`src/hdl/unsigned_to_ascii_digits_defines.svh`:
```
// assertion macros for the unsigned to ascii digits block
// used by unsigned_to_ascii_digits.sv; needs a clk and rst_n in scope
`ifndef UNSIGNED_TO_ASCII_DIGITS_DEFINES_SVH
`define UNSIGNED_TO_ASCII_DIGITS_DEFINES_SVH

// checked only out of reset
`define UAD_ASSERT(lbl, prop, msg) \
  lbl: assert property (@(posedge clk) disable iff (!rst_n) prop) else $error(msg);

// checked on every edge, reset included
`define UAD_ASSERT_ALWAYS(lbl, prop, msg) \
  lbl: assert property (@(posedge clk) prop) else $error(msg);

`endif

```
`src/hdl/uad_pkg.sv`:
```
// shared types, codes and helpers for the unsigned to ascii digits block
// no dependencies
package uad_pkg;

  localparam int NumDigits = 10;
  localparam int NumHexDigits = 8;
  localparam int BinWidth = 32;
  localparam int DigitWidth = 4;
  localparam int BufWidth = NumDigits * DigitWidth;

  localparam logic [1:0] CMD_DEC = 2'd0;
  localparam logic [1:0] CMD_HEX_LOWER = 2'd1;
  localparam logic [1:0] CMD_HEX_UPPER = 2'd2;
  localparam logic [1:0] CMD_PERCENT = 2'd3;

  localparam logic [7:0] CHAR_ZERO = 8'h30;
  localparam logic [7:0] CHAR_PERCENT = 8'h25;
  localparam logic [7:0] CHAR_LOWER_A = 8'h61;
  localparam logic [7:0] CHAR_UPPER_A = 8'h41;

  typedef enum logic [1:0] {
    ST_IDLE,
    ST_CONV,
    ST_SKIP,
    ST_EMIT
  } state_t;

  typedef struct packed {
    logic [1:0]  command;
    logic [31:0] value;
  } in_item_t;

  typedef struct packed {
    logic [7:0] character;
    logic       last;
    logic [3:0] char_count;
  } out_item_t;

  // ascii code of one digit
  function automatic logic [7:0] digit_char(input logic [3:0] d, input logic upper);
    logic [7:0] base;
    base = upper ? CHAR_UPPER_A : CHAR_LOWER_A;
    if (d < 4'd10) begin
      digit_char = CHAR_ZERO + {4'h0, d};
    end else begin
      digit_char = base + {4'h0, d} - 8'd10;
    end
  endfunction

endpackage

```
`src/hdl/unsigned_to_ascii_digits.sv`:
```
// unsigned to ascii digits top level: shift-add-3 converter and digit emitter
// depends on uad_pkg and unsigned_to_ascii_digits_defines.svh
//
// Converts a 32-bit unsigned value to ascii characters, most significant
// first, in decimal, lower-case hex or upper-case hex, or emits a single '%'.
// One item at a time: in_ready is high only while the block is idle. A
// decimal item runs through one shared shift-add-3 unit (one binary bit
// per cycle into a 10-digit bcd register); hex items skip this. Then leading
// zeros are dropped, one per cycle, keeping at least one digit, and the
// characters are delivered one per cycle while out_ready is high. The last
// character carries last and the run length in char_count.
`include "unsigned_to_ascii_digits_defines.svh"

module unsigned_to_ascii_digits (
  input  logic              clk,
  input  logic              rst_n,
  input  logic              in_valid,
  output logic              in_ready,
  input  uad_pkg::in_item_t in_data,
  output logic              out_valid,
  input  logic              out_ready,
  output uad_pkg::out_item_t out_data
);

  uad_pkg::state_t state_r, state_nxt;
  logic [uad_pkg::BufWidth-1:0] digits_r, digits_nxt;
  logic [uad_pkg::BinWidth-1:0] bin_r, bin_nxt;
  logic [4:0] step_r, step_nxt;
  logic [3:0] cnt_r, cnt_nxt;
  logic [3:0] total_r, total_nxt;
  logic [1:0] cmd_r, cmd_nxt;

  logic [uad_pkg::BufWidth-1:0] adjusted;
  logic [3:0] top_digit;

  // add 3 to every bcd digit of 5 or more before the shift
  always_comb begin
    for (int i = 0; i < uad_pkg::NumDigits; i++) begin
      if (digits_r[i*4 +: 4] >= 4'd5) begin
        adjusted[i*4 +: 4] = digits_r[i*4 +: 4] + 4'd3;
      end else begin
        adjusted[i*4 +: 4] = digits_r[i*4 +: 4];
      end
    end
  end

  assign top_digit = digits_r[uad_pkg::BufWidth-1 -: 4];

  always_ff @(posedge clk) begin
    if (!rst_n) begin
      state_r <= uad_pkg::ST_IDLE;
    end else begin
      state_r <= state_nxt;
    end
  end

  always_ff @(posedge clk) begin
    digits_r <= digits_nxt;
    bin_r    <= bin_nxt;
    step_r   <= step_nxt;
    cnt_r    <= cnt_nxt;
    total_r  <= total_nxt;
    cmd_r    <= cmd_nxt;
  end

  always_comb begin
    state_nxt  = state_r;
    digits_nxt = digits_r;
    bin_nxt    = bin_r;
    step_nxt   = step_r;
    cnt_nxt    = cnt_r;
    total_nxt  = total_r;
    cmd_nxt    = cmd_r;
    in_ready   = 1'b0;
    out_valid  = 1'b0;

    unique case (state_r)
      uad_pkg::ST_IDLE: begin
        in_ready = 1'b1;
        if (in_valid) begin
          cmd_nxt = in_data.command;
          unique case (in_data.command)
            uad_pkg::CMD_DEC: begin
              digits_nxt = '0;
              bin_nxt    = in_data.value;
              step_nxt   = '0;
              cnt_nxt    = 4'(uad_pkg::NumDigits);
              state_nxt  = uad_pkg::ST_CONV;
            end
            uad_pkg::CMD_HEX_LOWER, uad_pkg::CMD_HEX_UPPER: begin
              digits_nxt = {in_data.value, 8'h00};
              cnt_nxt    = 4'(uad_pkg::NumHexDigits);
              state_nxt  = uad_pkg::ST_SKIP;
            end
            default: begin
              cnt_nxt   = 4'd1;
              total_nxt = 4'd1;
              state_nxt = uad_pkg::ST_EMIT;
            end
          endcase
        end
      end
      uad_pkg::ST_CONV: begin
        digits_nxt = {adjusted[uad_pkg::BufWidth-2:0], bin_r[uad_pkg::BinWidth-1]};
        bin_nxt    = {bin_r[uad_pkg::BinWidth-2:0], 1'b0};
        step_nxt   = step_r + 5'd1;
        if (step_r == 5'(uad_pkg::BinWidth - 1)) begin
          state_nxt = uad_pkg::ST_SKIP;
        end
      end
      uad_pkg::ST_SKIP: begin
        // drop one leading zero a cycle, keeping at least one digit
        if (top_digit == 4'd0 && cnt_r > 4'd1) begin
          digits_nxt = {digits_r[uad_pkg::BufWidth-5:0], 4'h0};
          cnt_nxt    = cnt_r - 4'd1;
        end else begin
          total_nxt = cnt_r;
          state_nxt = uad_pkg::ST_EMIT;
        end
      end
      uad_pkg::ST_EMIT: begin
        out_valid = 1'b1;
        if (out_ready) begin
          digits_nxt = {digits_r[uad_pkg::BufWidth-5:0], 4'h0};
          cnt_nxt    = cnt_r - 4'd1;
          if (cnt_r == 4'd1) begin
            state_nxt = uad_pkg::ST_IDLE;
          end
        end
      end
      default: begin
        state_nxt = uad_pkg::ST_IDLE;
      end
    endcase
  end

  always_comb begin
    if (cmd_r == uad_pkg::CMD_PERCENT) begin
      out_data.character = uad_pkg::CHAR_PERCENT;
    end else begin
      out_data.character = uad_pkg::digit_char(top_digit, cmd_r == uad_pkg::CMD_HEX_UPPER);
    end
    out_data.last       = (cnt_r == 4'd1);
    out_data.char_count = (cnt_r == 4'd1) ? total_r : 4'd0;
  end

  `UAD_ASSERT(a_cnt_in_run, out_valid |-> (cnt_r >= 4'd1 && cnt_r <= total_r), "remaining count out of run")
  `UAD_ASSERT(a_conv_ends, (state_r == uad_pkg::ST_CONV && step_r == 5'd31) |=> state_r == uad_pkg::ST_SKIP, "conversion did not end after 32 steps")
  `UAD_ASSERT(a_last_frees, (out_valid && out_ready && out_data.last) |=> in_ready, "block not idle after last item")
  `UAD_ASSERT(a_bcd_digit, (out_valid && cmd_r == uad_pkg::CMD_DEC) |-> top_digit <= 4'd9, "decimal digit above nine")
  `UAD_ASSERT_ALWAYS(a_one_side, !(in_ready && out_valid), "input and output active together")

endmodule

```
`config.mk`:
```
export PLATFORM = sky130hd
export DESIGN_NAME = unsigned_to_ascii_digits
export DESIGN_NICKNAME = d
export VERILOG_FILES = /design/src/hdl/uad_pkg.sv /design/src/hdl/unsigned_to_ascii_digits.sv
export VERILOG_INCLUDE_DIRS = /design/src /design/src/hdl
export SDC_FILE = /design/constraint.sdc
export NUM_CORES = 1
export LEC_CHECK = 0
export BUFFER_PORTS_ARGS = -buffer_cell sky130_fd_sc_hd__buf_2
export CORE_ASPECT_RATIO = 0.9
export CORE_MARGIN = 4
export CORE_UTILIZATION = 50
export CTS_CLUSTER_DIAMETER = 120
export CTS_CLUSTER_SIZE = 14
export DETAILED_ROUTE_END_ITERATION = 16
export PLACE_DENSITY_LB_ADDON = 0.3
export SYNTH_ARGS = -nofsm -noshare
export SYNTH_HDL_FRONTEND = slang
export SYNTH_SLANG_ARGS = --single-unit
```
`constraint.sdc`:
```
create_clock -name clk -period 9.85 [get_ports clk]
set_clock_uncertainty 0.05 [all_clocks]
set_input_delay 0.985 -clock clk [delete_from_list [all_inputs] [get_ports clk]]
set_output_delay 0.985 -clock clk [all_outputs]
set_load 0.03 [all_outputs]
```
==> key figures <==
Cells and area
  – Non-filler cells, final: about 630
  – Diodes inserted: 0
  – Fraction of final layout cells sized beyond drive strength 1: 0.239
  – Area growth syn-to-layout: 12.3%
  – Fin nets: around 560

Placement
  – DP Cell Count: between 600 and 700
  – Dpl hpwl: around 6700 um
  – PortBufs: 51
  – Routability cong.: about 0.8

Logic synthesis
  – Compound-gate portion of the synthesized area: 0.143
  – Post-Synth Adder-Cell Area: 0.0795
  – EDFF count, synth: 87
  – Ys async rst share: 0
  – Cell area after synthesis: 5190 um^2
  – XOR/XNOR Fraction of Synth Area: 0.0270
  – Top FF cell, synth: edfxtp_1
  – Simple-gate share of the synthesized area: 0.102
  – Cell count after synthesis: ~440
  – Seq/Total Area, Yosys: 0.511
  – Seq cells post-synth: 89
  – Mux contribution to synthesized area: 0.0925
  – Post-synthesis cell type count: 46
  – Post-synth net total: 515
  – Main combinational cell family by area after synthesis: compound AO/OA/AOI/OAI gates
  – Synth Area per Inst: about 12 um^2
  – Synth warn: 0

Worst setup path
  – Worst r2r src: digits_r[37]$_DFFE_PP_
  – Crit path capture type: output pin
  – Critical Path AT: between 1.5 and 2 ns
  – Worst R2R End: digits_r[25]$_DFFE_PP_
  – Worst stage delay on the critical path: about 0.57 ns
  – CP delay by family, top: flip-flops
  – CP required: approximately 8.8 ns
  – CP max FO: 10
  – Critical Path Source: digits_r[39]$_DFFE_PP_
  – Crit path max-delay cell type: edfxtp_1
  – Critical path buffers and inverters: 1
  – CP Launch Type: register
  – Worst path cell trace: o21ai_0, or3b_2, buf_2
  – Setup CP Type: register to output pin
  – R2R depth: 7
  – Flop-to-flop setup slack: roughly 7.3 ns

STA
  – Fin. Hold Viols: 0
  – Tmin final: about 2.9 ns
  – F_max: around 350 MHz
  – Final Slew Violations: 0
  – Final setup fails: 0
  – Slew @ Worst Pin: just under 0.9 ns
  – RSZ-0062 raised after global routing: no
  – Part of the cycle the worst path needs: 0.293
  – Rel. slew slack: 0.417
  – Setup TNS Final: 0 ns

Clocking
  – Post_cts resized: 0
  – Worst-Skew Late Latency: ~0.34 ns
  – Clock transition at the registers of the reported paths: approximately 0.060 ns
  – CTS tree: built
  – CTS Root Cell: clkbuf_16
  – H-tree depth: 3
  – Hold-fix buffers, CTS: 0
  – Num CTS Buffers: 9
  – CTS max path bufs: 2
  – CTS sink count: slightly below 90
  – Post-CTS setup buffer count: 0

Worst hold path
  – Min-delay src: state_r[0]$_SDFFE_PN0P_
  – WHS Endpoint: state_r[0]$_SDFFE_PN0P_
  – Hold Path Stages: 2
  – Min-Delay Path Class: register to register

Floorplanning
  – Die W: roughly 120 um
  – Core area: around 10,000 um^2
  – Cell Rows: 35
  – Initial Util: 0.509
  – Die height: ~100 um
  – Die Area: roughly 12,000 um^2
  – IO Pins: 53

Global route
  – First-pass GRT wire length: around 16,000 um
  – GRT overflow: 0
  – Antenna violations before repair: 0
  – Global-route usage over all layers: 0.168
  – Pin count of the biggest net entering global routing: 41
  – Vias in the first global route: between 3k and 4k

Pwr
  – Power Density: approximately 320 nW/um^2
  – Maximum VDD drop: between 0.2 and 0.25 mV
  – P_leak: 2.18 nW
  – Final Power: 0.00186 W

Detailed routing
  – Vias/cell: 5.69
  – Post-Route WL: about 9800 um
  – Wire per inst: 15.6 um
  – Drt initial violations: 232
  – Drc violations: 0
  – DR pass1 iterations: 7
  – Vias: between 3k and 4k
  – Routed Antenna Nets: 0

Outcome
  – Status: finished, final reports clean

Run
  – Max cap viols: 0
## report_power, final
group	total, W	switching [W]	internal, W
clock network	0.000312	0.000142	0.000170
logic	0.000792	0.000452	0.000339
registers	0.000753	0.000129	0.000624
## per-stage QoR
stage                     instance area [um^2]  hold slack (ns)  utilization  worst slack, ns
after detailed placement                  5560            0.459        0.545             7.23
after CTS                                 5830            0.471        0.572             6.97
after floorplan                           5190            0.418            -             5.69
after global placement                    5560            0.435        0.545             7.24
after global routing                      5830            0.501        0.572             6.85
final                                     5830            0.469        0.572             6.96
## flip-flops by register name (all words and copies together), names as in the netlist
name / flops
step_r: 5
state_r: 2
digits_r: 40
cnt_r: 4
total_r: 4
cmd_r: 2
bin_r: 32
## kinds of logic (layout without fill, tap and decap cells)
family / after synthesis / in the layout
AO/OA/AOI/OAI: 123 / 123
XOR/XNOR: 16 / 16
adder cells (fa/ha/maj): 33 / 33
buffers and inverters: 52 / 105
flip-flops: 89 / 89
multiplexers: 43 / 43
other: 1 / 1
AND/OR/NAND/NOR: 87 / 87
## Yosys cell counts (6+ instances only)
| cell | instances | area, um^2 |
|---|---|---|
| edfxtp_1 | 87 | 2610 |
| o21ai_0 | 42 | 210 |
| mux2_2 | 40 | 450 |
| ha_1 | 33 | 413 |
| inv_1 | 33 | 124 |
| a22oi_1 | 31 | 233 |
| a21oi_1 | 30 | 150 |
| nand2_1 | 19 | 71.3 |
| nor3b_1 | 16 | 120 |
| xnor2_1 | 13 | 114 |
| buf_2 | 12 | 60.1 |
| nand2b_1 | 12 | 75.1 |
| and2_1 | 11 | 68.8 |
| nor2_1 | 9 | 33.8 |
| o21ai_1 | 6 | 30.0 |
## cell usage in the layout (no fill, tap or decap), drive strengths merged, types with 13 or more instances in the layout
cell,synthesis,final
a21oi,30,30
a22oi,31,31
buf,16,56
edfxtp,87,87
ha,33,33
inv,33,33
mux2,40,40
nand2,19,19
nor3b,19,19
o21ai,48,48
xnor2,13,13
## cell type report
| type | instances | area [um^2] |
|---|---|---|
| tap | 129 | 161 |
| multi-input combinational | 303 | 2330 |
| clock inverter | 7 | 47.5 |
| timing repair buffer | 56 | 293 |
| fill | 880 | 4370 |
| inverter | 33 | 124 |
| clock buffer | 9 | 225 |
| sequential | 89 | 2650 |
## worst reg2reg max path: cells and delay by family, from the launching register on
kind                       cells  cell delay [ns]
AOI/OAI and AO/OA              3             0.64
adders and majority gates      1             0.17
buffers and inverters          2             0.63
DFF                            1             0.45
and+or+nand+nor                1             0.20
## layer usage
layer  vias to the layer above  routed length (um)  share of wire  track usage
met1                      1709                4550           0.46        0.243
li1                       1745                   -              -            -
met4                         0                 123          0.013       0.0453
met2                        99                4580           0.47        0.253
met3                         8                 539          0.055       0.0417
met5                         -                   0              0            0
## how the worst max path moves through the flow
stage	end	slack [ns]	cells after the start
3_3_place_gp	digits_r[17]$_DFFE_PP_	7.24	5
6_report	out_data[10]	6.96	3
2_1_floorplan	bin_r[0]$_SDFFCE_PP0P_	5.69	6
4_1_cts	out_data[10]	6.97	3
5_1_grt	out_data[10]	6.85	3
3_5_place_dp	digits_r[18]$_DFFE_PP_	7.23	5
(Power assumes the default switching activity.)
